**config.mk**
```make
export PLATFORM = sky130hd
export DESIGN_NAME = ffa_ctrl
export DESIGN_NICKNAME = d
export VERILOG_FILES = /design/src/hw/rtl/ffa_pkg.sv /design/src/hw/rtl/ffa_ctrl.sv
export SDC_FILE = /design/constraint.sdc
export NUM_CORES = 1
export LEC_CHECK = 0
export BUFFER_PORTS_ARGS = -buffer_cell sky130_fd_sc_hd__buf_2
export CORE_ASPECT_RATIO = 0.75
export CORE_MARGIN = 1.5
export CORE_UTILIZATION = 30
export DETAILED_ROUTE_END_ITERATION = 7
export SYNTH_ARGS = -nofsm -noshare
export SYNTH_HDL_FRONTEND = slang
export SYNTH_SLANG_ARGS = --single-unit
```
**constraint.sdc**
```tcl
create_clock -name clk -period 2.2 [get_ports clk]
set_input_delay 0.11 -clock clk [delete_from_list [all_inputs] [get_ports clk]]
set_output_delay 0.11 -clock clk [all_outputs]
set_load 0.01 [all_outputs]
```
**src/hw/rtl/ffa_pkg.sv**
```systemverilog
// ----------------------------------------------------------------------------
// ffa_pkg
// Shared types, constants and state codes of the first-fit extent allocator.
// ----------------------------------------------------------------------------
package ffa_pkg;

    localparam int DEF_POOL_BYTES   = 1048576;
    localparam int DEF_FREE_EXTENTS = 32;
    localparam int DEF_MAX_LIVE     = 64;
    localparam int DEF_HEADER_BYTES = 16;

    localparam logic KIND_ALLOC = 1'b0;
    localparam logic KIND_FREE  = 1'b1;

    localparam logic [1:0] STATUS_OK      = 2'd0;
    localparam logic [1:0] STATUS_NO_FIT  = 2'd1;
    localparam logic [1:0] STATUS_UNKNOWN = 2'd2;
    localparam logic [1:0] STATUS_FULL    = 2'd3;

    typedef struct packed {
        logic        kind;
        logic [20:0] req_size;
        logic [2:0]  align_log2;
        logic [19:0] address;
    } req_t;

    typedef struct packed {
        logic [1:0]  status;
        logic [19:0] result_address;
        logic [20:0] granted_bytes;
        logic [20:0] used_bytes;
        logic [6:0]  live_count;
    } rsp_t;

    typedef struct packed {
        logic [19:0] start;
        logic [20:0] length;
    } ext_t;

    typedef struct packed {
        logic        valid;
        logic [19:0] address;
        logic [20:0] length;
        logic [7:0]  adjust;
    } rec_t;

    typedef enum logic [3:0] {
        ST_INIT,
        ST_IDLE,
        ST_CHECK,
        ST_REC_RD,
        ST_REC_EV,
        ST_EXT_RD,
        ST_EXT_EV,
        ST_MERGE,
        ST_RM_RD,
        ST_RM_WR,
        ST_INS_RD,
        ST_INS_WR,
        ST_ALLOC_WR,
        ST_FREE_WR,
        ST_DONE
    } state_t;

    typedef struct packed {
        logic       init_wr;
        logic       req_load;
        logic       rec_step;
        logic       rec_hit;
        logic       ext_step;
        logic       ext_hit;
        logic       take;
        logic       upd_wr;
        logic       merge_wr;
        logic       rm_start;
        logic       rd_rm;
        logic       rm_wr;
        logic       rm_fin;
        logic       ins_start;
        logic       rd_ins;
        logic       ins_wr;
        logic       ins_put;
        logic       alloc_wr;
        logic       free_wr;
        logic       set_err;
        logic [1:0] err_code;
        logic       out_load;
    } cmd_t;

    typedef struct packed {
        logic kind;
        logic size_zero;
        logic live_full;
        logic init_last;
        logic rec_last;
        logic rec_free;
        logic rec_match;
        logic ext_end;
        logic fit;
        logic fit_rm;
        logic beyond;
        logic merge_prev;
        logic merge_next;
        logic ext_full;
        logic rm_done;
        logic ins_done;
        logic out_busy;
    } sts_t;

endpackage

```
**src/hw/rtl/ffa_ctrl.sv**
```systemverilog
// ----------------------------------------------------------------------------
// ffa_ctrl
// Sequencer: clearing pass, record scan, extent walk, table shifts, result.
// ----------------------------------------------------------------------------
module ffa_ctrl (
    input  logic          clk,
    input  logic          rst_n,
    input  logic          req_valid,
    output logic          req_stall,
    input  ffa_pkg::sts_t sts,
    output ffa_pkg::cmd_t cmd
);

    ffa_pkg::state_t state_reg;
    ffa_pkg::state_t state_next;

    always_ff @(posedge clk or negedge rst_n)
    begin
        if (!rst_n)
        begin
            state_reg <= ffa_pkg::ST_INIT;
        end
        else
        begin
            state_reg <= state_next;
        end
    end

    // next state
    always_comb
    begin
        state_next = state_reg;
        unique case (state_reg)
            ffa_pkg::ST_INIT:
                if (sts.init_last) state_next = ffa_pkg::ST_IDLE;
            ffa_pkg::ST_IDLE:
                if (req_valid) state_next = ffa_pkg::ST_CHECK;
            ffa_pkg::ST_CHECK:
                priority if (sts.kind == ffa_pkg::KIND_FREE) state_next = ffa_pkg::ST_REC_RD;
                else if (sts.size_zero || sts.live_full)     state_next = ffa_pkg::ST_DONE;
                else                                         state_next = ffa_pkg::ST_EXT_RD;
            ffa_pkg::ST_REC_RD:
                state_next = ffa_pkg::ST_REC_EV;
            ffa_pkg::ST_REC_EV:
                if (sts.kind == ffa_pkg::KIND_ALLOC)
                begin
                    state_next = sts.rec_free ? ffa_pkg::ST_ALLOC_WR : ffa_pkg::ST_REC_RD;
                end
                else
                begin
                    priority if (sts.rec_match) state_next = ffa_pkg::ST_EXT_RD;
                    else if (sts.rec_last)      state_next = ffa_pkg::ST_DONE;
                    else                        state_next = ffa_pkg::ST_REC_RD;
                end
            ffa_pkg::ST_EXT_RD:
                priority if (!sts.ext_end)                   state_next = ffa_pkg::ST_EXT_EV;
                else if (sts.kind == ffa_pkg::KIND_ALLOC)    state_next = ffa_pkg::ST_DONE;
                else                                         state_next = ffa_pkg::ST_MERGE;
            ffa_pkg::ST_EXT_EV:
                if (sts.kind == ffa_pkg::KIND_ALLOC)
                begin
                    priority if (!sts.fit) state_next = ffa_pkg::ST_EXT_RD;
                    else if (sts.fit_rm)   state_next = ffa_pkg::ST_RM_RD;
                    else                   state_next = ffa_pkg::ST_REC_RD;
                end
                else
                begin
                    state_next = sts.beyond ? ffa_pkg::ST_MERGE : ffa_pkg::ST_EXT_RD;
                end
            ffa_pkg::ST_MERGE:
                priority if (sts.merge_prev && sts.merge_next) state_next = ffa_pkg::ST_RM_RD;
                else if (sts.merge_prev || sts.merge_next)     state_next = ffa_pkg::ST_FREE_WR;
                else if (sts.ext_full)                         state_next = ffa_pkg::ST_DONE;
                else                                           state_next = ffa_pkg::ST_INS_RD;
            ffa_pkg::ST_RM_RD:
                priority if (!sts.rm_done)                state_next = ffa_pkg::ST_RM_WR;
                else if (sts.kind == ffa_pkg::KIND_ALLOC) state_next = ffa_pkg::ST_REC_RD;
                else                                      state_next = ffa_pkg::ST_FREE_WR;
            ffa_pkg::ST_RM_WR:
                state_next = ffa_pkg::ST_RM_RD;
            ffa_pkg::ST_INS_RD:
                state_next = sts.ins_done ? ffa_pkg::ST_FREE_WR : ffa_pkg::ST_INS_WR;
            ffa_pkg::ST_INS_WR:
                state_next = ffa_pkg::ST_INS_RD;
            ffa_pkg::ST_ALLOC_WR:
                state_next = ffa_pkg::ST_DONE;
            ffa_pkg::ST_FREE_WR:
                state_next = ffa_pkg::ST_DONE;
            ffa_pkg::ST_DONE:
                if (!sts.out_busy) state_next = ffa_pkg::ST_IDLE;
            default:
                state_next = ffa_pkg::ST_INIT;
        endcase
    end

    // outputs
    always_comb
    begin
        cmd       = '0;
        req_stall = (state_reg != ffa_pkg::ST_IDLE);
        unique case (state_reg)
            ffa_pkg::ST_INIT:
                cmd.init_wr = 1'b1;
            ffa_pkg::ST_IDLE:
                cmd.req_load = req_valid;
            ffa_pkg::ST_CHECK:
                if (sts.kind == ffa_pkg::KIND_ALLOC)
                begin
                    priority if (sts.size_zero)
                    begin
                        cmd.set_err  = 1'b1;
                        cmd.err_code = ffa_pkg::STATUS_NO_FIT;
                    end
                    else if (sts.live_full)
                    begin
                        cmd.set_err  = 1'b1;
                        cmd.err_code = ffa_pkg::STATUS_FULL;
                    end
                    else
                    begin
                        cmd.set_err = 1'b0;
                    end
                end
            ffa_pkg::ST_REC_RD:
                cmd = '0;
            ffa_pkg::ST_REC_EV:
                if (sts.kind == ffa_pkg::KIND_ALLOC)
                begin
                    cmd.rec_hit  = sts.rec_free;
                    cmd.rec_step = !sts.rec_free;
                end
                else
                begin
                    priority if (sts.rec_match)
                    begin
                        cmd.rec_hit = 1'b1;
                    end
                    else if (sts.rec_last)
                    begin
                        cmd.set_err  = 1'b1;
                        cmd.err_code = ffa_pkg::STATUS_UNKNOWN;
                    end
                    else
                    begin
                        cmd.rec_step = 1'b1;
                    end
                end
            ffa_pkg::ST_EXT_RD:
                if (sts.ext_end && sts.kind == ffa_pkg::KIND_ALLOC)
                begin
                    cmd.set_err  = 1'b1;
                    cmd.err_code = ffa_pkg::STATUS_NO_FIT;
                end
            ffa_pkg::ST_EXT_EV:
                if (sts.kind == ffa_pkg::KIND_ALLOC)
                begin
                    cmd.ext_step = !sts.fit;
                    cmd.take     = sts.fit;
                    cmd.rm_start = sts.fit && sts.fit_rm;
                    cmd.upd_wr   = sts.fit && !sts.fit_rm;
                end
                else
                begin
                    cmd.ext_hit  = sts.beyond;
                    cmd.ext_step = !sts.beyond;
                end
            ffa_pkg::ST_MERGE:
                priority if (sts.merge_prev || sts.merge_next)
                begin
                    cmd.merge_wr = 1'b1;
                    cmd.rm_start = sts.merge_prev && sts.merge_next;
                end
                else if (sts.ext_full)
                begin
                    cmd.set_err  = 1'b1;
                    cmd.err_code = ffa_pkg::STATUS_FULL;
                end
                else
                begin
                    cmd.ins_start = 1'b1;
                end
            ffa_pkg::ST_RM_RD:
            begin
                cmd.rd_rm  = 1'b1;
                cmd.rm_fin = sts.rm_done;
            end
            ffa_pkg::ST_RM_WR:
                cmd.rm_wr = 1'b1;
            ffa_pkg::ST_INS_RD:
            begin
                cmd.rd_ins  = 1'b1;
                cmd.ins_put = sts.ins_done;
            end
            ffa_pkg::ST_INS_WR:
                cmd.ins_wr = 1'b1;
            ffa_pkg::ST_ALLOC_WR:
                cmd.alloc_wr = 1'b1;
            ffa_pkg::ST_FREE_WR:
                cmd.free_wr = 1'b1;
            ffa_pkg::ST_DONE:
                cmd.out_load = !sts.out_busy;
            default:
                cmd = '0;
        endcase
    end

    // only the idle state takes a request
    a_load_idle: assert property (@(posedge clk) disable iff (!rst_n)
        cmd.req_load |-> state_reg == ffa_pkg::ST_IDLE)
        else $error("request loaded outside idle");
    a_done_then_idle: assert property (@(posedge clk) disable iff (!rst_n)
        cmd.out_load |=> state_reg == ffa_pkg::ST_IDLE)
        else $error("result load not followed by idle");
    a_one_ext_write: assert property (@(posedge clk) disable iff (!rst_n)
        $countones({cmd.upd_wr, cmd.merge_wr, cmd.rm_wr, cmd.ins_wr, cmd.ins_put}) <= 1)
        else $error("two extent writes in one cycle");

endmodule

```
## After elaboration in Yosys (flattened, before gate mapping)

Index checks and enable logic that the tools add are counted.

- Flip-flop bits (word level): 4
- Input port bits: 20
- Output and inout bits: 24
- Logic and storage cells: 94

- Equality and inequality tests: 18
- Mux-type cells: 60
- Bitwise gates (word level): 1
- Reduce and logical (&&, ||, !) cells: 14

Operator list:

| cell | count |
|---|---|
| $mux W4 | 17 |
| $pmux W4 S14 | 1 |
| $mux W3 | 12 |
| $eq A4 B4 Y1 const B | 7 |
| $mux W1 | 22 |
| $eq A4 B3 Y1 const B | 4 |
| $mux W2 | 6 |
| $pmux W3 S4 | 1 |
| $eq A4 B2 Y1 const B | 2 |
| $ne A2 B2 Y1 const B | 3 |
| $logic_not A1 Y1 | 5 |
| $eq A4 B1 Y1 const B | 1 |
| $logic_and A1 B1 Y1 | 4 |
| $logic_not A4 Y1 | 1 |
| $ne A4 B1 Y1 const B | 1 |
| $reduce_and A3 Y1 | 1 |
| $logic_or A1 B1 Y1 | 2 |
| $pmux W1 S2 | 1 |
| $reduce_or A2 Y1 | 1 |
| $not A1 Y1 | 1 |

## Longest topological paths before layout

Gate-level depths: netlist of run 1.

- Depth in word-level cells: 4
- Depth in mapped cells: 7
- Depth with buffers taken out: 6

## Worst setup path before layout of run 1

No wires, ideal clock.

- Path kind: register -> register
- From: register state_reg[2]
- To: register state_reg[1]
- Arrival: 1,517 ps
- Setup slack: 600 ps
- Stages on the path, launching flop included: 6
- Buffers on the path: 0
- Period minus slack after synthesis: 1,600 ps
- Cells stage by stage: dfrtp_1 > or4b_2 > o211ai_2 > o21a_1 > a2111oi_1 > a41oi_2

- Longest elaborated chain between the ends: 3
- Elaborated cells between the ends (all ways): 21
- Those cells by class: eq/ne: 17; mux: 1; reduce/logical: 3

Ends and longest elaborated chain:

| element | RTL line | source |
|---|---|---|
| from (decl) | ffa_ctrl.sv:14 | `ffa_pkg::state_t state_reg;` |
| from (signal assigned) | ffa_ctrl.sv:21 | `state_reg <= ffa_pkg::ST_INIT;` |
| from (signal assigned) | ffa_ctrl.sv:25 | `state_reg <= state_next;` |
| $eq A4 B4 Y1 (tied with other cells) | ffa_ctrl.sv:33 | `unique case (state_reg)` |
| $reduce_or A2 Y1 (no line) / $ne A2 B2 Y1 (equally long branches) | -- |  |
| $pmux W4 S14 / $reduce_and A3 Y1 (equally long branches) | -- |  |

Parallel ways exist; a longest one is shown, timed or not.
A chain may end at the register's enable or synchronous reset.

==> impl_metrics.json, run 1 <==
{
  "fin_crit_ns": 2.153,
  "worstSetupEndpointType": "output pin",
  "dieArea_mm2": 0.003071,
  "drtAntennaViolNets": 0,
  "vias": 1171,
  "grt_pass1_wl_um": 5099,
  "synthFlopType": "dfrtp_1",
  "synth_common_cells": "nand2_1 (20), nor2_1 (19), a21oi_1 (12)",
  "comb_power_share_pct": 72.4,
  "die_height_um": 48.37,
  "grt_overflow": 0,
  "drive_above_1_share_pct": 31.07,
  "drt-initial-drc-count": 108,
  "slew_violations": 0,
  "cap_violations": 0,
  "drt-pass1-iter-count": 4,
  "floorplan.initialDensity_pct": 31.63,
  "switchingPower_mw": 0.7121,
  "syn_nets": 158,
  "grt_max_degree": 19,
  "hold_path.class": "in2reg",
  "grt_usage_pct": 20.44,
  "synth-seq-cells": 4,
  "power.internal_mw": 0.5300,
  "switching_share_pct": 57.33,
  "fmax_ghz": 0.4644,
  "rows": 16,
  "nets": 202,
  "finClkSkew_ns": 0.01032,
  "yosys_warnings": 0,
  "routed_via_density": 5.498,
  "leakage_nw": 0.5439,
  "synth-edff-count": 0,
  "antenna_found_initial": 0,
  "crit_type": "reg2out",
  "synth.yosys.seq_area_share_pct": 12.16,
  "synth_top_area_share_pct": 12.16,
  "syn_area_um2": 823.3,
  "crit_fanout": 16,
  "h-tree-depth": 1,
  "arrival_ns": 2.04,
  "clkTransAtPathRegs_ns": 0.05,
  "core_area_mm2": 0.002603,
  "yosysMostFrequentCell": "nand2_1",
  "finalSetupViolCount": 0,
  "synth.avg_cell_area_um2": 6.098,
  "clock-root-buffer": "clkbuf_4",
  "worstMarginPinSlew_ns": 0.4850,
  "async_reset_ff_share_pct": 100.0,
  "wirelength_um": 3090,
  "ys_types": 37,
  "hold_viol": 0,
  "cts_tree": "built",
  "dieWidth_um": 63.49,
  "yosys.area.top_type": "dfrtp_1",
  "clock_power_share_pct": 8.0,
  "clkLatencyLatePin_ns": 0.25,
  "synthCells": 135,
  "p_per_area_mw_per_mm2": 1118,
  "first_global_vias": 1009,
  "area_growth_pct": 34.95,
  "rsz0062_at_grt": "false",
  "tns_ns": 0,
  "cts_buffers": 3,
  "power_frac_seq_pct": 19.6,
  "start_kind": "flip-flop",
  "hpwl_um": 2439,
  "n_antenna_cell": 0,
  "clk_path_buf_depth": 2,
  "port_buffers": 43,
  "cts_sinks": 4,
  "finalCritPeriodShare_pct": 97.87,
  "slew-limit-headroom_pct": 67.67,
  "largest_reg_flops": 4,
  "drc_errors": 0,
  "ioPinCount": 44,
  "gp_congestion": 0.8595,
  "vdd_drop_max_mv": 0.3896,
  "worst_hold_slack_ns": 0.1082,
  "synth.area.top_cells": "dfrtp_1 (12%), nand2_1 (9.1%), nor2_1 (8.7%), a21oi_1 (7.3%), o21ai_0 (6.1%)",
  "post_cts_buffers": 0,
  "final_util_pct": 42.69,
  "wl_per_cell_um": 14.51,
  "required_ns": 2.09,
  "status": "complete, no violations"
}
cells in the final DEF, fill, tap and decap left out, drive strengths merged:
| master | synthesis | routed |
|---|---|---|
| nor3b | 1 | 1 |
| dlygate4sd3 | 0 | 1 |
| nor2b | 5 | 5 |
| a221oi | 1 | 1 |
| o311ai | 2 | 2 |
| or2 | 2 | 2 |
| nor2 | 19 | 19 |
| and2 | 1 | 1 |
| a31oi | 3 | 3 |
| inv | 7 | 7 |
| a311oi | 1 | 1 |
| nor3 | 6 | 6 |
| dfrtp | 4 | 4 |
| and3 | 2 | 2 |
| o32ai | 3 | 3 |
| nand2 | 20 | 20 |
| or4b | 3 | 3 |
| nor4 | 1 | 1 |
| nand3b | 1 | 1 |
| ha | 3 | 3 |
| a2111oi | 1 | 1 |
| o21ai | 11 | 11 |
| o21a | 1 | 1 |
| a21oi | 12 | 12 |
| nand2b | 4 | 4 |
| nand3 | 4 | 4 |
| o31ai | 1 | 1 |
| clkbuf | 7 | 3 |
| buf | 2 | 47 |
| o211ai | 4 | 4 |
| and4 | 1 | 1 |
| a21o | 1 | 1 |
| a41oi | 1 | 1 |
per-layer routing:
metal	GRT usage, %	wire length (um)	vias to the layer above
li1	-	-	573
met3	4.651	356	3
met1	32.23	1464	518
met5	0	0	-
met2	28.07	1252	77
met4	3.623	17	0
critical path: stages, from the launching register on:
cell      delay [ns]
dfrtp_1         0.55
or2_2           0.41
nor2_1          0.17
o21ai_1         0.16
a21o_1          0.24
o211ai_1        0.10
buf_2           0.16
kinds of logic after synthesis:
logic type,Yosys count,share of synthesized area [%]
flip-flops,4,12.16
AO/OA/AOI/OAI,42,33.89
adder cells (fa/ha/maj),3,4.560
buffers and inverters,16,7.600
AND/OR/NAND/NOR,70,41.80
power by group through the flow:
stage | clock network (mW) | registers (mW) | logic [mW]
global placement | 0 | 0.235 | 0.878
global route | 0.106 | 0.257 | 1.01
floorplan | 0 | 0.146 | 0.678
CTS | 0.102 | 0.234 | 0.888
finish | 0.0992 | 0.243 | 0.900
detailed placement | 0 | 0.234 | 0.880
worst paths after layout:
| kind | from | endpoint | slack (ns) | cells past startpoint |
|---|---|---|---|---|
| max | state_reg[3] | cmd[3] | 0.05 | 6 |
| min | req_valid | state_reg[0] | 0.11 | 2 |
| max reg2reg | state_reg[3] | state_reg[1] | 0.19 | 5 |
| min reg2reg | state_reg[0] | state_reg[2] | 0.75 | 2 |
| max in group asynchronous | rst_n | state_reg[1] | 1.87 | 2 |
| min in group asynchronous | rst_n | state_reg[3] | 0.20 | 2 |
area by class of cell:
class / count / area [um^2]
well taps: 36 / 45.04
fillers: 303 / 1491
clock buffers: 3 / 22.52
flip-flops and latches: 4 / 101.3
repair buffers: 48 / 255.2
inverters: 7 / 26.28
multi-input cells: 115 / 660.6
what timing repair did:
item | in CTS | in global routing
endpoints found under the hold margin | 4 | 0
hold buffers | 1 | 0
resized for setup | 0 | 1
setup endpoints to repair | 0 | 2
metrics by stage:
step / std cells / instance area (um^2) / total power, mW / worst slack (ns)
floorplan: 135 / 823.3 / 0.8243 / 0.5996
global placement: 209 / 1077 / 1.114 / 0.3494
detailed placement: 209 / 1077 / 1.115 / 0.2397
CTS: 213 / 1110 / 1.224 / 0.07455
global route: 213 / 1111 / 1.368 / 0.009720
finish: 213 / 1111 / 1.242 / 0.04684
Note: power is estimated with default switching activity, not from simulation.
==> run 2, diff against run 1 <==
Settings changed: GPL_TIMING_DRIVEN set to 0.
==> run 2 against run 1 <==
Net effect:
- clock skew is 0.0047 ns lower
- total power down 0.52%
- sequential cell count is the same
- largest cell class unchanged
- critical path type unchanged
==> impl_metrics.json, run 2 (synthesized netlist as in run 1, its figures left out) <==
{
  "status": "complete, no violations",
  "leakage_nw": 0.5417,
  "cts_tree": "built",
  "tns_ns": 0,
  "grt_max_degree": 11,
  "drtAntennaViolNets": 0,
  "slew_violations": 0,
  "vias": 1164,
  "dieWidth_um": 63.49,
  "dieArea_mm2": 0.003071,
  "largest_reg_flops": 4,
  "max_stage_delay_ns": 0.35,
  "crit_family": "compound AO/OA/AOI/OAI gates",
  "hold_path.class": "in2reg",
  "clock-root-buffer": "clkbuf_4",
  "timing.rr.start": "state_reg[1]",
  "drt-initial-drc-count": 58,
  "layoutNonFillerInstCount": 218,
  "wl_per_cell_um": 14.27,
  "final_common_cell": "buf_2",
  "die_height_um": 48.37,
  "setup_slack_ns": 0.1735,
  "crit_path_frequent_cell": "buf_2",
  "r2r_slack_ns": 0.34,
  "gp_congestion": 0.9214,
  "final-seq-area_um2": 100.1,
  "layout_common_cells": "buf_2 (45), nand2_1 (20), nor2_1 (19), a21oi_1 (12), o21ai_0 (10)",
  "grt_usage_pct": 19.70,
  "nets": 207,
  "hold_viol": 0,
  "rows": 16,
  "cts_sinks": 4,
  "rsz0062_at_grt": "false",
  "drc_errors": 0,
  "arrival_ns": 1.92,
  "worstMarginPinSlew_ns": 0.5152,
  "grt_overflow": 0,
  "critPathBufInv": 2,
  "h-tree-depth": 1,
  "ioPinCount": 44,
  "area_growth_pct": 36.17,
  "crit_type": "reg2out",
  "clkTransAtPathRegs_ns": 0.04,
  "n_antenna_cell": 0,
  "finClkSkew_ns": 0.005605,
  "clkLatencyLatePin_ns": 0.24,
  "cts_buffers": 3,
  "required_ns": 2.09,
  "crit_fanout": 10,
  "cap_violations": 0,
  "dp.cells": 214,
  "cp_slowest_cell": "dfrtp_1",
  "worstSetupEndpointType": "output pin",
  "wirelength_um": 3110,
  "pre_cts_slack_ns": 0.1678,
  "min_path_cells": 2,
  "floorplan.initialDensity_pct": 31.63,
  "finalSetupViolCount": 0,
  "clk_path_buf_depth": 2,
  "finalCritPeriodShare_pct": 92.11,
  "antenna_found_initial": 0,
  "rr_worst_depth": 6,
  "drive_above_1_share_pct": 29.12,
  "first_global_vias": 1059,
  "start_kind": "flip-flop",
  "final_util_pct": 43.08,
  "slew-limit-headroom_pct": 65.34,
  "drt-pass1-iter-count": 4,
  "r2r-end": "state_reg[1]",
  "port_buffers": 43,
  "hold_start": "req_valid",
  "core_area_mm2": 0.002603,
  "crit_chain": "buf_2, nand2b_1, nor2_1, o21ai_1, a21o_1, o211ai_1, buf_2",
  "fillers": 301,
  "vdd_drop_max_mv": 0.3787,
  "p_per_area_mw_per_mm2": 1102,
  "fin_crit_ns": 2.026,
  "grt_pass1_wl_um": 4892,
  "multi_input_comb_area_um2": 665.6,
  "fmax_ghz": 0.4935,
  "hpwl_um": 2475,
  "routed_via_density": 5.339,
  "min_delay_worst_endpoint": "state_reg[0]"
}
run 2: metrics by stage:
| step | instance area, um^2 | total power [mW] | hold WS [ns] |
|---|---|---|---|
| floorplan | 823.3 | 0.8243 | -0.1856 |
| global placement | 1084 | 1.122 | -0.08541 |
| detailed placement | 1084 | 1.118 | -0.08333 |
| CTS | 1116 | 1.217 | 0.09508 |
| global route | 1121 | 1.358 | 0.1240 |
| finish | 1121 | 1.236 | 0.1049 |
run 2: area by class of cell:
| type | instances | share of cell area, % |
|---|---|---|
| Inverter | 7 | 2.344 |
| Buffer | 9 | 3.237 |
| Timing Repair Buffer | 44 | 20.09 |
| Clock buffer | 3 | 2.009 |
| Tap cell | 36 | 4.018 |
| Multi-Input combinational cell | 115 | 59.37 |
| Sequential cell | 4 | 8.929 |
run 2: worst max path at each step:
stage	cells after the start	end	start	slack, ns
2_1_floorplan	5	state_reg[1]	state_reg[2]	0.60
3_3_place_gp	6	state_reg[1]	state_reg[1]	0.15
3_5_place_dp	6	state_reg[1]	state_reg[1]	0.17
4_1_cts	6	state_reg[1]	state_reg[1]	0.16
5_1_grt	7	cmd[3]	state_reg[1]	0.05
6_report	7	cmd[3]	state_reg[1]	0.17
run 2: worst reg2reg max path, stage by stage, from the launching register on:
cell	delay, ns
dfrtp_1	0.35
buf_2	0.21
or2_1	0.12
clkbuf_1	0.25
o32ai_1	0.15
a2111oi_2	0.48
a41oi_2	0.16
run 2: metal layers:
metal	GRT usage, %	vias to the layer above	routed length (um)
met5	0	-	0
met4	3.261	0	21
met3	4.186	2	160
met2	28.60	43	1262
met1	30.09	540	1665
li1	-	579	-
run 2: timing repair:
action | CTS | global route
buffers inserted | 0 | 0
gates resized for setup | 0 | 1
setup endpoints to repair | 0 | 1
hold buffers | 1 | 0
endpoints found under the hold margin | 4 | 0
run 2: report_power, final:
group | switching (mW) | internal (mW)
clock | 0.0291 | 0.0609
sequential | 0.0484 | 0.115
combinational | 0.638 | 0.345
total | 0.715 | 0.520
==> run 3, diff against run 2 <==
--- a/config.mk
+++ b/config.mk
@@ -7,2 +7,3 @@
 export LEC_CHECK = 0
+export ABC_AREA = 1
 export BUFFER_PORTS_ARGS = -buffer_cell sky130_fd_sc_hd__buf_2
@@ -13,2 +14,3 @@
 export GPL_TIMING_DRIVEN = 0
+export RECOVER_POWER = 25
 export SYNTH_ARGS = -nofsm -noshare
==> constraint.sdc (replaced) <==
create_clock -name clk -period 2.2 [get_ports clk]
set_input_delay 0.44 -clock clk [delete_from_list [all_inputs] [get_ports clk]]
set_output_delay 0.44 -clock clk [all_outputs]
set_load 0.01 [all_outputs]
==> run 3 against run 2 <==
Net effect:
- non-clock buffer count decreased by 9
- highest routed layer unchanged
- sequential cell count unchanged
- synthesized area decreased by 8.5%
- maximum frequency decreased by 0.29%
- cell area decreased by 7.3%
- synthesized cell count increased by 15%
- core utilization increased by 1.2 points
- largest cell class unchanged
- count of clock-buffer cells in the layout unchanged
- first-iteration DRC count decreased by 41%
==> impl_metrics.json, run 3 <==
{
  "drive_above_1_share_pct": 23.88,
  "core_area_mm2": 0.002346,
  "finalPower_mw": 0.9337,
  "required_ns": 1.76,
  "synth_common_cells": "nand2_1 (50), nor2_1 (35), inv_1 (28)",
  "slew_violations": 0,
  "worstMarginPinSlew_ns": 0.2962,
  "r2r_slack_ns": 0.76,
  "routed_via_density": 4.532,
  "port_buffers": 42,
  "start_kind": "flip-flop",
  "layoutNonFillerInstCount": 235,
  "cts_buffers": 3,
  "clk_path_buf_depth": 2,
  "finalSetupViolCount": 0,
  "wirelength_um": 2274,
  "critPathLaunch": "state_reg[3]",
  "clkLatencyLatePin_ns": 0.24,
  "arrival_ns": 1.59,
  "min_path_cells": 4,
  "r2r-end": "state_reg[1]",
  "gp_congestion": 0.8301,
  "yosys.area.top_type": "nand2_1",
  "postLayoutCellArea_mm2": 0.001040,
  "clkTransAtPathRegs_ns": 0.04,
  "dieArea_mm2": 0.002824,
  "cts_sinks": 4,
  "synthCells": 155,
  "grt_usage_pct": 17.57,
  "fmax_ghz": 0.4920,
  "grt_overflow": 0,
  "synth-edff-count": 0,
  "hold_path.class": "in2reg",
  "timing.rr.start": "state_reg[1]",
  "crit_fanout": 5,
  "post_cts_buffers": 0,
  "slew-limit-headroom_pct": 80.18,
  "floorplan.initialDensity_pct": 32.11,
  "ys_types": 15,
  "ioPinCount": 44,
  "p_per_area_mw_per_mm2": 898.0,
  "hold_viol": 0,
  "synth_top_area_share_pct": 24.92,
  "rows": 15,
  "synth.yosys.seq_area_share_pct": 13.29,
  "final_common_cell": "nand2_1",
  "vdd_drop_max_mv": 0.3038,
  "largest_reg_flops": 4,
  "cp_slowest_cell": "dfrtp_1",
  "crit_chain": "inv_1, nand2_2, nor2_1, nand3_1, nand2_1, inv_1, nand3_1, buf_2",
  "dp.cells": 231,
  "antenna_found_initial": 0,
  "cap_violations": 0,
  "place_area_mm2": 0.001006,
  "drc_errors": 0,
  "drt-initial-drc-count": 34,
  "yosys_warnings": 0,
  "yosysMostFrequentCell": "nand2_1",
  "h-tree-depth": 1,
  "synth.area.top_cells": "nand2_1 (25%), nor2_1 (17%), inv_1 (14%), dfrtp_1 (13%), nand3_1 (8.0%)",
  "grt_pass1_wl_um": 3636,
  "drt-pass1-iter-count": 4,
  "tns_ns": 0,
  "status": "complete, no violations",
  "rsz0062_at_grt": "false",
  "async_reset_ff_share_pct": 100.0,
  "leakage_nw": 0.7024,
  "fin_crit_ns": 2.032,
  "synth-seq-cells": 4,
  "vias": 1065,
  "max_stage_delay_ns": 0.42,
  "cp-endpoint": "cmd[3]",
  "final-seq-area_um2": 100.1,
  "area_growth_pct": 38.04,
  "finalCritPeriodShare_pct": 92.39,
  "hpwl_um": 1938,
  "synthFlopType": "dfrtp_1",
  "dieWidth_um": 60.86,
  "clock-root-buffer": "clkbuf_4",
  "die_height_um": 46.40,
  "wl_per_cell_um": 9.677,
  "first_global_vias": 898,
  "cts_tree": "built",
  "n_antenna_cell": 0,
  "crit_type": "reg2out",
  "drtAntennaViolNets": 0,
  "final_util_pct": 44.32,
  "syn_nets": 178,
  "grt_max_degree": 11,
  "syn_area_um2": 753.2,
  "layout_common_cells": "nand2_1 (50), buf_2 (42), nor2_1 (36), inv_1 (28), nand3_1 (12)",
  "finClkSkew_ns": 0.005217,
  "multi_input_comb_area_um2": 545.5,
  "path_depth": 8,
  "fillers": 280,
  "synth.avg_cell_area_um2": 4.859,
  "nets": 226,
  "rr_worst_depth": 9,
  "critPathBufInv": 3,
  "worstSetupEndpointType": "output pin",
  "crit_family": "simple AND/OR/NAND/NOR gates"
}
[run 3: changes by cell type in the layout (fill, tap and decap cells not counted), sizes merged, moves of 4 or more]
cell,previous run,this run
clkbuf,10,4
a21oi,12,4
nor2b,5,0
nor2,19,38
nand3,4,12
o21ai,11,4
nand2,20,51
inv,7,28
o211ai,4,0
nand2b,4,0
[run 3: worst reg2reg max path, delay by kind of cell (launching register included)]
family        cells  cell delay (ns)
simple gates      8             0.85
buf+inv           1             0.13
flops             1             0.40
[run 3: cell families after synthesis]
family / after synthesis / synth area share [%]
flip-flops: 4 / 13.29
buffers and inverters: 29 / 14.62
AND/OR/NAND/NOR: 110 / 60.80
adder cells (fa/ha/maj): 3 / 4.984
AO/OA/AOI/OAI: 9 / 6.313
[run 3: layer usage]
metal	vias to the layer above	global-route usage (%)	routed length, um
met5	-	0	0
met2	37	28.39	1005
li1	567	-	-
met3	2	1.685	113
met1	459	24.25	1142
met4	0	6.522	12
[run 3: area by class of cell]
cell class / instances / share of cell area, %
sequential: 4 / 9.627
inverter: 28 / 10.11
timing repair buffer: 43 / 21.06
tap: 34 / 4.091
clock buffer: 3 / 2.166
multi-input combinational: 122 / 52.47
buffer: 1 / 0.4813
[run 3: stage by stage]
| step | worst slack [ns] | hold WS [ns] |
|---|---|---|
| global placement | 0.3783 | 0.2435 |
| floorplan | 0.6166 | 0.1444 |
| finish | 0.1675 | 0.4725 |
| detailed placement | 0.3614 | 0.2463 |
| global route | 0.02583 | 0.4993 |
| CTS | 0.09721 | 0.4707 |
[run 3: worst min-delay path by stage]
stage	start	endpoint	slack (ns)
after detailed placement	rst_n	state_reg[0]	0.25
after global routing	sts[7]	state_reg[3]	0.50
after CTS	req_valid	state_reg[0]	0.47
after global placement	rst_n	state_reg[0]	0.24
after floorplan	rst_n	state_reg[0]	0.14
final	req_valid	state_reg[0]	0.47
[run 3: timing repair]
action,CTS,global route
endpoints found under the hold margin,2,0
setup endpoints to repair,0,2
resized for setup,0,2
hold buffers,1,0
[run 3: report_power, final]
part | internal [mW] | switching, mW | leakage [nW]
clock network | 0.0611 | 0.0313 | 0.0138
registers | 0.115 | 0.0476 | 0.0494
logic | 0.230 | 0.449 | 0.639
